**config.mk**
```make
export PLATFORM = sky130hd
export DESIGN_NAME = hcmm_ram
export DESIGN_NICKNAME = d
export VERILOG_FILES = /design/src/sv/hcmm_ram.sv
export SDC_FILE = /design/constraint.sdc
export NUM_CORES = 2
export LEC_CHECK = 0
export ABC_CLOCK_PERIOD_IN_PS = 2100
export BUFFER_PORTS_ARGS = -buffer_cell sky130_fd_sc_hd__buf_2
export CORE_MARGIN = 4
export CORE_UTILIZATION = 55
export DETAILED_ROUTE_END_ITERATION = 10
export PLACE_DENSITY = 0.78
export SLEW_MARGIN = 0
export SYNTH_ARGS = -nofsm -noshare
export SYNTH_HDL_FRONTEND = slang
export SYNTH_SLANG_ARGS = --single-unit
```
**constraint.sdc**
```tcl
create_clock -name clk -period 2.1 [get_ports clk]
set_input_delay 0.105 -clock clk [delete_from_list [all_inputs] [get_ports clk]]
set_output_delay 0.105 -clock clk [all_outputs]
set_load 0.02 [all_outputs]
```
**src/sv/hcmm_ram.sv**
```systemverilog
// Generic single-clock RAM: one write port, one read port, registered read data.
// No dependencies.
module hcmm_ram #(
    parameter int WIDTH = 8,
    parameter int DEPTH = 256
) (
    input  logic                     clk,
    input  logic                     we,
    input  logic [$clog2(DEPTH)-1:0] waddr,
    input  logic [WIDTH-1:0]         wdata,
    input  logic [$clog2(DEPTH)-1:0] raddr,
    output logic [WIDTH-1:0]         rdata
);

    logic [WIDTH-1:0] mem [DEPTH];
    logic [WIDTH-1:0] rdata_reg;

    always_ff @(posedge clk)
    begin
        if (we)
            mem[waddr] <= wdata;
        rdata_reg <= mem[raddr];
    end

    assign rdata = rdata_reg;

endmodule

```
Word level (Yosys, flattened, before mapping)
Memories as Yosys holds them, arrays and structs flattened. A register that Yosys moved wholly into a read port is not among the register bits.
Cells that the tools add are included.
Storage, ports and cells
  logic and storage cells: 3
  bits in latches: 0
  bits in read-only memories: 0
  memories: 1
  bits in registers: 0
  output and inout bits: 8
  bits of input ports: 26
  RAM bits: 2048
Memories
  mem: depth 256, width 8, read ports 1, clocked after memory_dff 1, wr ports 1, line 15  | logic [WIDTH-1:0] mem [DEPTH];
Operators by class
  add/subtract/negate cells: 0
  magnitude comparators: 0
  multiply operators: 0
  bitwise logic cells: 0
  equality and inequality tests: 0
  reduce and logical (&&, ||, !) cells: 0
  shift operators: 0
  divide/modulo/power cells: 0
  muxes and demuxes: 2
Operator list (number)
  $mux 1: 2

Longest topological paths before layout
  depth in word-level cells: 2
  depth in mapped cells: 11
  depth with buffers taken out: 6

Worst setup path before layout
No wires, ideal clock.
  path kind: input -> register
  start: input raddr[0]
  end: register rdata_reg[2], in the netlist rdata[2], read port of mem
  setup time: 131 ps
  path buffers: 4
  arrival: 1912 ps
  required time: 1969 ps
  slack: 57 ps
  stages on the path: 9
  cells stage by stage: buf_6 buf_12 buf_8 buf_2 mux4_2 a22oi_1 a21oi_1 nor4_1 nor4_2
RTL lines
  from (decl): line 11  | input logic [$clog2(DEPTH)-1:0] raddr,
  to (decl): line 16  | logic [WIDTH-1:0] rdata_reg;

==> Flow_metrics.wiki <==
{| class="wikitable"
! Metric !! Value
|-
| Number of warning messages in the yosys log || 0
|-
| Iteration count of the initial detailed-routing pass || 6
|-
| Number of global-route vias before repair || 43600
|-
| Peak supply drop || 0.811 mV
|-
| Most numerous cell on the critical path || sky130_fd_sc_hd__mux4_2
|-
| Post-CTS setup buffer count || 0
|-
| Fraction of synthesis flops using an asynchronous set or reset pin || 0
|-
| Failing checks || negative setup slack
|-
| Sequential-to-total area share from yosys stat || 0.775
|-
| Max Fanout on Critical Path || 1
|-
| Largest net degree at the start of global routing || 94
|-
| Antenna violations before repair || 7
|-
| Global placement routability congestion || 0.900
|-
| Total nets after synthesis || 3759
|-
| Number of endpoints failing setup at the final stage || 8
|-
| Min cycle time layout || 2.32 ns
|-
| Chip height || 388 um
|-
| Routed via count divided by cell count || 6.63
|-
| Setup crit start kind || flip-flop
|-
| Number of distinct library cells after synthesis || 55
|-
| Worst Clk Skew || 0.0677 ns
|-
| WL/cell || 32.2 um
|-
| DR iter-0 viols || 6847
|-
| Achievable frequency || 0.431 GHz
|-
| Max-slew violation count || 0
|-
| Global-route wire length before repair || 304 mm
|-
| Area of the core region || 144000 um^2
|-
| Slowest-stage cell, CP || sky130_fd_sc_hd__mux4_2
|-
| DRC errors left || 0
|-
| CTS H-Tree Depth || 4
|-
| Total Wirelength || 209 mm
|-
| Critical path class || reg2reg
|-
| Actual transition at the worst max-transition pin || 1.02 ns
|-
| Fraction of final layout cells with drive strength greater than 1 || 0.327
|-
| Clock tree from TritonCTS || yes
|-
| CP required || 2.83 ns
|-
| Result of the run || finished with violations
|-
| Most common library cells after synthesis || sky130_fd_sc_hd__edfxtp_1, sky130_fd_sc_hd__mux4_2, sky130_fd_sc_hd__nor2_1
|-
| # rows || 139
|-
| Starting Density || 0.554
|-
| Clock Path Buffers || 3
|-
| Number of nets in the layout || 4449
|-
| Tightest slew margin relative to the limit || 0.317
|-
| HPWL reported at the end of detailed placement || 128 mm
|-
| Clock-pin slew reported for the worst setup and hold paths after clock tree synthesis || 0.07 ns
|-
| Largest delay share family, worst path || multiplexers
|-
| Total gr overflow || 0
|-
| Class of the tightest hold or removal check || in2reg
|-
| Final hold violations || 0
|-
| Number of instances in the synthesized netlist || 3733
|-
| Final period utilization || 1.11
|-
| Total track usage || 0.278
|-
| Area fraction of the dominant cell type after synthesis || 0.773
|-
| Minimum setup slack after placement || -1.39 ns
|-
| Number of buffer and inverter instances along the worst setup path || 1
|-
| Clock tree root driver cell || sky130_fd_sc_hd__clkbuf_16
|-
| Overall via count from detail_route || 43100
|-
| IO Count || 34
|-
| Number of port buffers || 33
|-
| Max reg flops || 2048
|-
| Clock sink count || 2056
|-
| Post-synthesis to final-layout area growth || 17.6%
|-
| DIE AREA || 151000 um^2
|-
| Max_cap viols || 0
|-
| Post-route ant nets || 0
|-
| Most common cell in the synthesized netlist || sky130_fd_sc_hd__edfxtp_1
|-
| Signal arrival time at the worst endpoint || 3.05 ns
|-
| Summed instance area of the synthesized netlist || 79600 um^2
|-
| Horizontal die dimension || 388 um
|-
| Critical path, cell by cell || mux4_2, mux4_2, nor2b_1, nor4_2, buf_4, nor4_1
|-
| Power per Cell Area || 900 nW/um^2
|-
| Flops & latches, synth || 2056
|-
| Top post-synthesis cells by area || sky130_fd_sc_hd__edfxtp_1, sky130_fd_sc_hd__mux4_2, sky130_fd_sc_hd__mux2i_1
|-
| Clock latency on the worst-skew pair || 0.85 ns
|-
| Leakage || 0.0304 uW
|-
| Avg Cell Area, Syn || 21.3 um^2
|-
| Number of buffers added by the clock tree synthesis step || 194
|-
| Unrepaired setup endpoints after global routing || yes
|-
| Slack of the critical path || -0.222 ns
|-
| Final TNS setup || -1.17 ns
|-
| Area leader, netlist || sky130_fd_sc_hd__edfxtp_1
|-
| Delay contributed by the slowest stage of the critical path || 0.51 ns
|-
| Top flip-flop cell by instance count after synthesis || sky130_fd_sc_hd__edfxtp_1
|-
| Type of element capturing the critical path || flip-flop
|-
| EDFF count, synth || 2048
|}
-- through the flow --
| stage | hold WS (ns) | cells | total power (uW) | cell area (um^2) | util |
|---|---|---|---|---|---|
| after floorplan | 0.204 | 3733 | 48400 | 79600 | - |
| after global placement | 0.448 | 6119 | 50700 | 86900 | 0.605 |
| after detailed placement | 0.453 | 6119 | 50800 | 86900 | 0.605 |
| after CTS | 0.00446 | 6488 | 84300 | 93400 | 0.650 |
| after global routing | 0.0813 | 6488 | 86500 | 93500 | 0.651 |
| final | 0.0756 | 6496 | 84200 | 93600 | 0.651 |
-- worst paths after layout --
kind | endpoint | from | slack, ns | cells past startpoint
max | rdata[4] | mem[64][4] | -0.22 | 6
min | mem[201][1] | waddr[6] | 0.08 | 4
max reg2reg | rdata[4] | mem[64][4] | -0.22 | 6
min reg2reg | rdata[3] | mem[41][3] | 1.01 | 6
-- metal layers --
layer  GRT usage  wire length (um)  share of wire  vias to the layer above
li1            -                 -              -                    17100
met1       0.375             71400           0.34                    22100
met2       0.435            101000           0.48                     3310
met3      0.0727             26700           0.13                      562
met4       0.125              9940          0.048                        4
met5           0                28        0.00013                        -
-- what timing repair did --
item / in CTS / in global routing
cloned: 0 / 0
resized for setup: 43 / 17
pin swaps: 15 / 9
endpoints found under the hold margin: 723 / 0
hold buffers: 12 / 0
endpoints found under the setup margin: 8 / 8
-- area by class of cell --
type / count / area [um^2]
clock inverters: 107 / 1040
repair buffers: 727 / 6490
fillers: 8758 / 50100
multi-input cells: 1442 / 16800
clock buffers: 251 / 5140
flip-flops and latches: 2056 / 61700
well taps: 1903 / 2380
inverters: 2 / 7.51
diodes: 8 / 20.0
-- power by group --
part	internal [uW]	switching [uW]	total [uW]	leakage, uW
combinational	1940	2970	4910	0.00889
sequential	45200	94.1	45300	0.0185
clock	18600	15400	33900	0.00300
-- layout by cell type (no fill, tap or decap), types with 33 or more instances in the layout --
| master | Yosys | routed |
|---|---|---|
| sky130_fd_sc_hd__mux4_2 | 454 | 455 |
| sky130_fd_sc_hd__clkinv_2 | 0 | 37 |
| sky130_fd_sc_hd__clkinv_1 | 1 | 43 |
| sky130_fd_sc_hd__buf_12 | 8 | 79 |
| sky130_fd_sc_hd__clkbuf_1 | 111 | 51 |
| sky130_fd_sc_hd__buf_4 | 27 | 604 |
| sky130_fd_sc_hd__edfxtp_1 | 2048 | 2048 |
| sky130_fd_sc_hd__nand2_1 | 33 | 33 |
| sky130_fd_sc_hd__mux2i_1 | 134 | 134 |
| sky130_fd_sc_hd__a21oi_1 | 96 | 96 |
| sky130_fd_sc_hd__a22oi_1 | 133 | 131 |
| sky130_fd_sc_hd__o221ai_1 | 46 | 44 |
| sky130_fd_sc_hd__nand3_1 | 34 | 34 |
| sky130_fd_sc_hd__nor2_1 | 282 | 276 |
| sky130_fd_sc_hd__clkbuf_16 | 0 | 195 |
-- logic make-up (layout without fill, tap and decap cells) --
family / after synthesis / count (layout) / synth area share
AOI/OAI and AO/OA: 385 / 385 / 0.0342
buffers and inverters: 235 / 1087 / 0.0183
and+or+nand+nor: 466 / 466 / 0.0263
other: 0 / 8 / 0
DFF: 2056 / 2056 / 0.775
muxes: 591 / 591 / 0.146
-- worst min-delay path, stage by stage --
cell and delay [ns]:
sky130_fd_sc_hd__buf_2 0.18, sky130_fd_sc_hd__nand4_1 0.10, sky130_fd_sc_hd__buf_4 0.22, sky130_fd_sc_hd__nor2_1 0.12
No activity file was read; power rests on OpenSTA's default activity.
