File: src/sv/hcmm_pkg.sv
// Shared types, constants and address decode functions for the handheld console memory map.
// Used by hcmm_ctrl and by the top level; no other dependencies.
package hcmm_pkg;

    localparam int BOOT_ROM_BYTES = 256;
    localparam int ROM_BANK_BYTES = 16384;
    localparam int DMA_LENGTH     = 160;
    localparam int CART_BYTES     = 2 * ROM_BANK_BYTES;

    // One physical byte memory holds every store
    localparam int MEM_DEPTH = 65536;
    localparam int MEM_AW    = 16;

    // Bus map boundaries
    localparam logic [15:0] ROM_END       = 16'h7FFF;
    localparam logic [15:0] WRAM_END      = 16'hDFFF;
    localparam logic [15:0] ECHO_END      = 16'hFDFF;
    localparam logic [15:0] SPRITE_END    = 16'hFE9F;
    localparam logic [15:0] HOLE_END      = 16'hFEFF;
    localparam logic [15:0] ECHO_OFFSET   = 16'h2000;
    localparam logic [15:0] BOOT_OFF_ADDR = 16'h0100;
    localparam logic [15:0] DIV_ADDR      = 16'hFF04;
    localparam logic [15:0] STAT_ADDR     = 16'hFF41;
    localparam logic [15:0] DMA_ADDR      = 16'hFF46;
    localparam logic [7:0]  STAT_TAKE     = 8'hF8;
    localparam logic [7:0]  STAT_KEEP     = 8'h07;

    // Physical placement of the stores that do not sit at their bus address:
    // the boot store lives in the echo window, which is never stored itself.
    localparam logic [15:0] BOOT_BASE   = 16'hE000;
    localparam logic [15:0] SPRITE_BASE = 16'hFE00;

    typedef enum logic [1:0] {
        MODE_READ      = 2'd0,
        MODE_WRITE     = 2'd1,
        MODE_LOAD_CART = 2'd2,
        MODE_LOAD_BOOT = 2'd3
    } mode_t;

    typedef enum logic [2:0] {
        WR_IGNORE,
        WR_PLAIN,
        WR_ZERO,
        WR_STAT,
        WR_DMA
    } wr_kind_t;

    typedef struct packed {
        logic [15:0] phys;
        logic        zero;
        logic        finish;
    } rd_map_t;

    typedef struct packed {
        logic [15:0] phys;
        wr_kind_t    kind;
    } wr_map_t;

    // Memory port request from the controller
    typedef struct packed {
        logic              we;
        logic [MEM_AW-1:0] waddr;
        logic [7:0]        wdata;
        logic [MEM_AW-1:0] raddr;
    } mem_req_t;

    // Bus read decode: physical address, hole flag, overlay switch-off
    function automatic rd_map_t map_read(input logic [15:0] a, input logic overlay);
        rd_map_t m;
        m.phys   = a;
        m.zero   = 1'b0;
        m.finish = 1'b0;
        if (a <= ROM_END) begin
            if (overlay && (a < 16'(BOOT_ROM_BYTES)))
                m.phys = BOOT_BASE | {8'h00, a[7:0]};
            m.finish = overlay && (a == BOOT_OFF_ADDR);
        end
        else if ((a > WRAM_END) && (a <= ECHO_END)) begin
            m.phys = a - ECHO_OFFSET;
        end
        else if ((a > SPRITE_END) && (a <= HOLE_END)) begin
            m.zero = 1'b1;
        end
        return m;
    endfunction

    // Bus write decode
    function automatic wr_map_t map_write(input logic [15:0] a);
        wr_map_t m;
        m.phys = a;
        if (a <= ROM_END)
            m.kind = WR_IGNORE;
        else if (a <= WRAM_END)
            m.kind = WR_PLAIN;
        else if (a <= ECHO_END)
            m.kind = WR_IGNORE;
        else if (a <= SPRITE_END)
            m.kind = WR_PLAIN;
        else if (a <= HOLE_END)
            m.kind = WR_IGNORE;
        else if (a == DIV_ADDR)
            m.kind = WR_ZERO;
        else if (a == STAT_ADDR)
            m.kind = WR_STAT;
        else if (a == DMA_ADDR)
            m.kind = WR_DMA;
        else
            m.kind = WR_PLAIN;
        return m;
    endfunction

endpackage

File: src/sv/hcmm_ctrl.sv
// Access sequencer: decodes requests, drives the shared memory, runs the clear
// pass, status read-modify-write and sprite DMA. Depends on hcmm_pkg.
module hcmm_ctrl
    import hcmm_pkg::*;
(
    input  logic            clk,
    input  logic            rst_n,
    input  logic            boot_rom_present,
    input  logic            in_valid,
    output logic            in_ready,
    input  mode_t           in_mode,
    input  logic [15:0]     in_address,
    input  logic [7:0]      in_write_data,
    output mem_req_t        mem_req,
    input  logic [7:0]      mem_rdata,
    output logic            res_valid,
    input  logic            res_ready,
    output logic [7:0]      res_data
);

    typedef enum logic [2:0] {
        ST_CLEAR,
        ST_IDLE,
        ST_READ_ISSUE,
        ST_READ_DATA,
        ST_WRITE,
        ST_STAT_ISSUE,
        ST_STAT_DATA,
        ST_DMA
    } state_t;

    state_t              state_reg;
    logic [15:0]         phys_reg;
    logic [7:0]          data_reg;
    logic                zero_reg;
    logic [MEM_AW-1:0]   raddr_reg;
    logic [MEM_AW-1:0]   clr_cnt_reg;
    logic                boot_finished_reg;
    logic [7:0]          dma_rd_reg;
    logic                p1_valid_reg;
    logic                p1_zero_reg;
    logic [7:0]          p1_idx_reg;
    logic                p2_valid_reg;
    logic                p2_zero_reg;
    logic [7:0]          p2_idx_reg;

    logic                overlay;
    logic                accept;
    rd_map_t             in_rd;
    wr_map_t             in_wr;
    rd_map_t             dma_rd;
    logic                dma_issue;
    logic                dma_done;

    assign overlay   = boot_rom_present && !boot_finished_reg;
    assign in_ready  = (state_reg == ST_IDLE);
    assign accept    = in_valid && in_ready;
    assign in_rd     = map_read(in_address, overlay);
    assign in_wr     = map_write(in_address);
    assign dma_rd    = map_read({data_reg, dma_rd_reg}, overlay);
    assign dma_issue = (state_reg == ST_DMA) && (dma_rd_reg < 8'(DMA_LENGTH));
    assign dma_done  = (state_reg == ST_DMA) && !dma_issue && !p1_valid_reg && !p2_valid_reg;

    // Result of a bus read, taken by the output register
    assign res_valid = (state_reg == ST_READ_DATA);
    assign res_data  = zero_reg ? 8'h00 : mem_rdata;

    // Memory port
    always_comb
    begin
        mem_req.raddr = raddr_reg;
        mem_req.we    = 1'b0;
        mem_req.waddr = phys_reg;
        mem_req.wdata = data_reg;
        unique case (state_reg)
            ST_CLEAR:
            begin
                mem_req.we    = 1'b1;
                mem_req.waddr = clr_cnt_reg;
                mem_req.wdata = 8'h00;
            end
            ST_WRITE:
                mem_req.we = 1'b1;
            ST_STAT_DATA:
            begin
                mem_req.we    = 1'b1;
                mem_req.wdata = (data_reg & STAT_TAKE) | (mem_rdata & STAT_KEEP);
            end
            ST_DMA:
            begin
                if (p2_valid_reg)
                begin
                    mem_req.we    = 1'b1;
                    mem_req.waddr = SPRITE_BASE | {8'h00, p2_idx_reg};
                    mem_req.wdata = p2_zero_reg ? 8'h00 : mem_rdata;
                end
                else if (dma_done)
                begin
                    // DMA register itself takes the page number last
                    mem_req.we = 1'b1;
                end
            end
            default:
                mem_req.we = 1'b0;
        endcase
    end

    // Sequencer
    always_ff @(posedge clk or negedge rst_n)
    begin
        if (!rst_n)
        begin
            state_reg         <= ST_CLEAR;
            clr_cnt_reg       <= '0;
            boot_finished_reg <= 1'b0;
            dma_rd_reg        <= '0;
            p1_valid_reg      <= 1'b0;
            p2_valid_reg      <= 1'b0;
            zero_reg          <= 1'b0;
        end
        else
        begin
            // DMA read pipeline: address stage, then data stage
            p2_valid_reg <= p1_valid_reg;
            p2_zero_reg  <= p1_zero_reg;
            p2_idx_reg   <= p1_idx_reg;
            p1_valid_reg <= dma_issue;

            unique case (state_reg)
                ST_CLEAR:
                begin
                    clr_cnt_reg <= clr_cnt_reg + 1'b1;
                    if (clr_cnt_reg == MEM_AW'(MEM_DEPTH - 1))
                        state_reg <= ST_IDLE;
                end
                ST_IDLE:
                begin
                    if (accept)
                    begin
                        // Divider register always stores zero
                        data_reg <= ((in_mode == MODE_WRITE) && (in_wr.kind == WR_ZERO)) ?
                                    8'h00 : in_write_data;
                        unique case (in_mode)
                            MODE_READ:
                            begin
                                raddr_reg <= in_rd.phys;
                                zero_reg  <= in_rd.zero;
                                if (in_rd.finish)
                                    boot_finished_reg <= 1'b1;
                                state_reg <= ST_READ_ISSUE;
                            end
                            MODE_WRITE:
                            begin
                                phys_reg  <= in_wr.phys;
                                raddr_reg <= in_wr.phys;
                                case (in_wr.kind)
                                    WR_PLAIN: state_reg <= ST_WRITE;
                                    WR_ZERO:  state_reg <= ST_WRITE;
                                    WR_STAT:  state_reg <= ST_STAT_ISSUE;
                                    WR_DMA:
                                    begin
                                        dma_rd_reg <= '0;
                                        state_reg  <= ST_DMA;
                                    end
                                    default:  state_reg <= ST_IDLE;
                                endcase
                            end
                            MODE_LOAD_CART:
                            begin
                                phys_reg <= in_address;
                                if (in_address < 16'(CART_BYTES))
                                    state_reg <= ST_WRITE;
                            end
                            MODE_LOAD_BOOT:
                            begin
                                phys_reg <= BOOT_BASE | {8'h00, in_address[7:0]};
                                if (in_address < 16'(BOOT_ROM_BYTES))
                                    state_reg <= ST_WRITE;
                            end
                        endcase
                    end
                end
                ST_READ_ISSUE:
                    state_reg <= ST_READ_DATA;
                ST_READ_DATA:
                begin
                    // Read address stays put, so the data holds while stalled
                    if (res_ready)
                        state_reg <= ST_IDLE;
                end
                ST_WRITE:
                    state_reg <= ST_IDLE;
                ST_STAT_ISSUE:
                    state_reg <= ST_STAT_DATA;
                ST_STAT_DATA:
                    state_reg <= ST_IDLE;
                ST_DMA:
                begin
                    if (dma_issue)
                    begin
                        raddr_reg   <= dma_rd.phys;
                        p1_zero_reg <= dma_rd.zero;
                        p1_idx_reg  <= dma_rd_reg;
                        dma_rd_reg  <= dma_rd_reg + 1'b1;
                        if (dma_rd.finish)
                            boot_finished_reg <= 1'b1;
                    end
                    if (dma_done)
                        state_reg <= ST_IDLE;
                end
                default:
                    state_reg <= ST_IDLE;
            endcase
        end
    end

    // No request is taken while the memory is being cleared
    a_no_accept_in_clear: assert property (@(posedge clk) disable iff (!rst_n)
        (state_reg == ST_CLEAR) |-> !in_ready)
        else $error("request accepted during clear pass");

    // DMA copies only land in the sprite table, or in the DMA register at the end
    a_dma_dest: assert property (@(posedge clk) disable iff (!rst_n)
        (state_reg == ST_DMA && mem_req.we) |->
            ((mem_req.waddr[15:8] == SPRITE_BASE[15:8] &&
              mem_req.waddr[7:0] < 8'(DMA_LENGTH)) || mem_req.waddr == DMA_ADDR))
        else $error("DMA write outside sprite table");

    // Once the overlay is switched off it stays off
    a_boot_sticky: assert property (@(posedge clk) disable iff (!rst_n)
        !$fell(boot_finished_reg))
        else $error("boot overlay came back");

    // A DMA data stage always follows an address stage
    a_dma_pipe: assert property (@(posedge clk) disable iff (!rst_n)
        p2_valid_reg |-> $past(p1_valid_reg))
        else $error("DMA data stage without address stage");

    // A result waits until the output side takes it
    a_res_hold: assert property (@(posedge clk) disable iff (!rst_n)
        (res_valid && !res_ready) |=> res_valid)
        else $error("read result dropped");

endmodule

File: config.mk
export PLATFORM = sky130hd
export DESIGN_NAME = hcmm_ctrl
export DESIGN_NICKNAME = d
export VERILOG_FILES = /design/src/sv/hcmm_pkg.sv /design/src/sv/hcmm_ctrl.sv
export SDC_FILE = /design/constraint.sdc
export NUM_CORES = 1
export LEC_CHECK = 0
export BUFFER_PORTS_ARGS = -buffer_cell sky130_fd_sc_hd__buf_4
export CORE_MARGIN = 10
export CORE_UTILIZATION = 50
export DETAILED_ROUTE_END_ITERATION = 16
export PLACE_DENSITY_LB_ADDON = 0.08
export SKIP_CTS_REPAIR_TIMING = 1
export SYNTH_ARGS = -nofsm -noshare
export SYNTH_HDL_FRONTEND = slang
export SYNTH_SLANG_ARGS = --single-unit
File: constraint.sdc
create_clock -name clk -period 3.45 [get_ports clk]
set_clock_uncertainty 0.15 [all_clocks]
set_input_delay 0.69 -clock clk [delete_from_list [all_inputs] [get_ports clk]]
set_output_delay 0.69 -clock clk [all_outputs]
set_load 0.01 [all_outputs]
# After elaboration in Yosys (flattened, before gate mapping)
# Index checks and enable logic that the tools add are counted.
# W data, S select, Z words.
op_classes:
  n_eq_ne: 33
  muxes: 53
  n_lt_le_gt_ge: 16
  reduce_logical: 36
  bitwise_logic: 1
  n_addsub: 4
ops:
  columns: ["operator", "n"]
  rows:
  - ["$mux W16", 8]
  - ["$pmux W16 S2", 4]
  - ["$le A16 B16 Y1 const B", 6]
  - ["$eq A16 B16 Y1 const B", 4]
  - ["$gt A16 B16 Y1 const B", 4]
  - ["$mux W8", 6]
  - ["$mux W3", 14]
  - ["$eq A16 B9 Y1 const B", 2]
  - ["$le A16 B15 Y1 const B", 2]
  - ["$lt A16 B9 Y1 const B", 2]
  - ["$sub A16 B14 Y16 const B", 2]
  - ["$mux W24", 1]
  - ["$pmux W8 S3", 1]
  - ["$pmux W3 S7", 1]
  - ["$add A16 B1 Y16 const B", 1]
  - ["$lt A16 B16 Y1 const B", 1]
  - ["$pmux W8 S2", 1]
  - ["$eq A3 B3 Y1 const B", 5]
  - ["$logic_and A1 B1 Y1", 15]
  - ["$mux W1", 13]
  - ["$eq A3 B2 Y1 const B", 4]
  - ["$ne A2 B1 Y1 const B", 6]
  - ["$pmux W3 S4", 1]
  - ["$reduce_and A6 Y1", 2]
  - ["other kinds (20)", 37]
totals:
  register_bits: 89
  in_bits: 39
  elab_cells: 157

# Longest topological paths before layout
depth:
  depth_word: 15
  depth_mapped: 7

# Least setup slack after synthesis
# OpenSTA, ideal clock, no wires.
synth_path:
  path_kind: "in2reg"
  startpoint: "in in_valid"
  endpoint: "reg phys_reg[0], enable pin"
  path_stages: 4
  setup_time_ns: 0.390
  t_arrival_ns: 2.213
  setup_slack_ns: 0.697
  n_path_buf: 0
  cell_sequence: "nand2b_1 > nor3b_2 > and2_1 > nor2b_1"
synth_between:
  elab_chain_len: 2
synth_lines:
  columns: ["element", "line", "text"]
  rows:
  - ["from (decl)", "hcmm_ctrl.sv:9", "input logic in_valid,"]
  - ["$logic_and A1 B1 Y1", "hcmm_ctrl.sv:57", "assign accept = in_valid && in_ready;"]
  - ["$reduce_and A4 Y1 (no source line)", null, null]
  - ["to (signal assigned)", "hcmm_ctrl.sv:154", "phys_reg <= in_wr.phys;"]
  - ["to (signal assigned)", "hcmm_ctrl.sv:170", "phys_reg <= in_address;"]
  - ["to (signal assigned)", "hcmm_ctrl.sv:176", "phys_reg <= BOOT_BASE | {8'h00, in_address[7:0]};"]
  - ["to (decl)", "hcmm_ctrl.sv:33", "logic [15:0] phys_reg;"]
# No other way between the ends.
# A chain may end at the register's enable or synchronous reset.

==> results.yml <==
sta:
  finalCritPeriodShare_pct: 88.7
  fin_setup_tns_ns: 0
  fin_crit_ns: 3.06
  setup_viol: 0
  rsz0062_at_grt: "no"
  hold_viol_final: 0
  worstMarginPinSlew_ns: 0.679
  final_max_slew_viol_count: 0
  setup_ws_ns: 0.391
  fmax_ghz: 0.327
  maxSlewHeadroom_pct: 54.7
synthesis:
  avgSynthCellArea_um2: 10.5
  ys_types: 60
  netlist.area_leader.share_pct: 38.7
  synthCells: 429
  async_reset_ff_share_pct: 34.8
  yosys_warnings: 0
  netlist_area_mm2: 0.00450
  yosys_register_bits: 89
  syn_nets: 473
  synth-edff-count: 58
  seq_area_frac_synth_pct: 55.9
  yosys.area.top_type: "edfxtp_1"
  synth.most_common_cell: "nand2_1"
  synth_common_cells: "nand2_1, edfxtp_1, nor2_1"
  ys_top_cells_by_area: "edfxtp_1, dfrtp_1, nand2_1, nor2b_1, nor2_1"
  synthFlopType: "edfxtp_1"
global_routing:
  grtUsageTotal_pct: 17.6
  first_global_vias: 3521
  grt_antenna_before_repair: 0
  gr-total-overflow: 0
  grt_pass1_wl_mm: 18.5
  grt_start_max_net_pins: 40
job:
  drv_cap: 0
cts:
  clock_latency_ns: 0.36
  clock_path_buffers: 2
  tritoncts: "built"
  cts.sinks: 89
  clk_pin_slew_ns: 0.10
  cts_buffers: 9
  root_buffer: "clkbuf_8"
  htree_num_levels: 3
critical_path:
  r2r_slack_ns: 0.88
  worstPathArrival_ns: 2.22
  crit_required_ns: 2.61
  cp-start-kind: "flop"
  r2r_end: "raddr_reg[10]$_DFFE_PP_"
  endpoint_kind: "primary output"
  path_class: "reg2out"
  r2r_start: "state_reg[2]$_DFFE_PN0P_"
  worstRegToRegCells: 5
  path_max_fanout: 14
place:
  port_buffers: 89
  dp_worst_setup_slack_ns: 0.785
  gp_congestion: 0.879
  dp_hpwl_mm: 8.91
  dp.cells: 619
route:
  antenna_left: 0
  drc: 0
  routedWlPerCell_um: 18.3
  vias: 3535
  drtIter0Drc: 253
  viasPerCell: 5.56
  wirelength_mm: 11.6
  drtPass1Iterations: 5
power:
  comb_power_share_pct: 34.0
  switching_share_pct: 37.1
  power_density_mw_per_mm2: 623
  max-vdd-ir-drop_mv: 0.295
  finalPower_mw: 3.44
  leakage_nw: 2.30
  pwr-share-clk_pct: 20.8
  switchingPower_mw: 1.27
  pwr-share-seq_pct: 45.2
  p_int_mw: 2.16
floorplanning:
  coreArea_mm2: 0.00876
  initial_core_util_pct: 51.4
  rows: 34
  die_h_um: 115
  io_pins: 90
  die_w_um: 115
  die_area_mm2: 0.0132
cells_and_area:
  nets: 567
  diodes: 0
  area_delta_synth_final_pct: 22.4
  fill_cells: 715
  drive_gt1_share_pct: 24.4
  final_cells: 636
worst_hold_path:
  hold_depth: 0
  hold_path.class: "reg2reg"
  hp-start: "p1_valid_reg$_DFF_PN0_"
  min_to: "p2_valid_reg$_DFF_PN0_"
status:
  status: "finished, final reports clean"
-- per-layer routing --
metal	track usage [%]	share of wire, %	up-vias
li1	-	-	1725
met2	26.8	47	137
met4	6.19	1.3	0
met1	23.5	44	1657
met5	0	0	-
met3	5.00	8.0	16
-- logic make-up (layout without fill, tap and decap cells) --
kind of cell / after synthesis / after routing / synth area share [%]
xor gates and xnor gates: 15 / 15 / 2.92
and+or+nand+nor: 216 / 216 / 25.2
AOI/OAI and AO/OA: 77 / 77 / 11.9
buffers and inverters: 26 / 125 / 2.39
DFF: 89 / 89 / 55.9
adders and majority gates: 5 / 5 / 1.39
muxes: 1 / 1 / 0.222
-- cell type report --
class / count / area, um^2 / area share [%]
sequential: 89 / 2520 / 45.7
multi-input combinational: 314 / 1880 / 34.1
timing repair buffer: 99 / 746 / 13.5
tap: 108 / 135 / 2.45
clock buffer: 9 / 124 / 2.25
clock inverter: 7 / 73.8 / 1.34
inverter: 10 / 37.5 / 0.681
-- power groups by stage --
stage | Sequential (mW) | Combinational [mW] | Clock (mW)
CTS | 1.55 | 1.18 | 0.728
global placement | 1.57 | 1.16 | 0
detailed placement | 1.57 | 1.17 | 0
finish | 1.55 | 1.17 | 0.714
global route | 1.58 | 1.29 | 0.768
floorplan | 1.49 | 0.749 | 0
-- worst max-delay path, stage by stage (launching register included) --
cell     delay (ns)
dfrtp_1        0.57
nor3_2         0.46
buf_4          0.23
and2_0         0.30
a221o_1        0.17
buf_4          0.12
-- per-stage QoR --
step | hold WS (ns) | area, um^2 | util [%]
floorplan | 0.204 | 4500 | -
global placement | 0.211 | 5300 | 60.5
detailed placement | 0.214 | 5300 | 60.5
CTS | -0.0486 | 5500 | 62.8
global route | 0.268 | 5510 | 62.9
finish | 0.238 | 5510 | 62.9
-- how the worst max path moves through the flow --
| stage | start | end | slack, ns | depth (start not counted) |
|---|---|---|---|---|
| floorplan | in_valid | phys_reg[0]$_DFFE_PP_ | 0.70 | 4 |
| global placement | state_reg[2]$_DFFE_PN0P_ | mem_req[20] | 0.87 | 6 |
| detailed placement | state_reg[2]$_DFFE_PN0P_ | mem_req[30] | 0.79 | 5 |
| CTS | state_reg[2]$_DFFE_PN0P_ | mem_req[30] | 0.39 | 5 |
| global route | state_reg[2]$_DFFE_PN0P_ | mem_req[20] | 0.24 | 6 |
| finish | state_reg[2]$_DFFE_PN0P_ | mem_req[30] | 0.39 | 5 |
-- layout by cell type (no fill, tap or decap), types with 3 or more instances in the layout --
cell | Yosys | layout
a21oi_1 | 22 | 22
a22o_1 | 3 | 3
a22oi_1 | 10 | 10
and2_1 | 9 | 9
and3_1 | 7 | 7
buf_4 | 0 | 98
clkbuf_8 | 0 | 9
dfrtp_1 | 31 | 31
edfxtp_1 | 58 | 58
ha_1 | 5 | 5
inv_1 | 10 | 10
inv_6 | 0 | 4
nand2_1 | 80 | 80
nand2b_1 | 7 | 7
nand3_1 | 14 | 14
nand3b_1 | 6 | 6
nand4_1 | 3 | 3
nand4b_1 | 3 | 3
nor2_1 | 32 | 32
nor2b_1 | 20 | 20
nor3_1 | 8 | 8
nor4_1 | 3 | 3
o21a_1 | 4 | 4
o21ai_0 | 14 | 14
o31ai_1 | 5 | 5
xnor2_1 | 10 | 10
xor2_1 | 5 | 5
No activity file was read; power rests on OpenSTA's default activity.
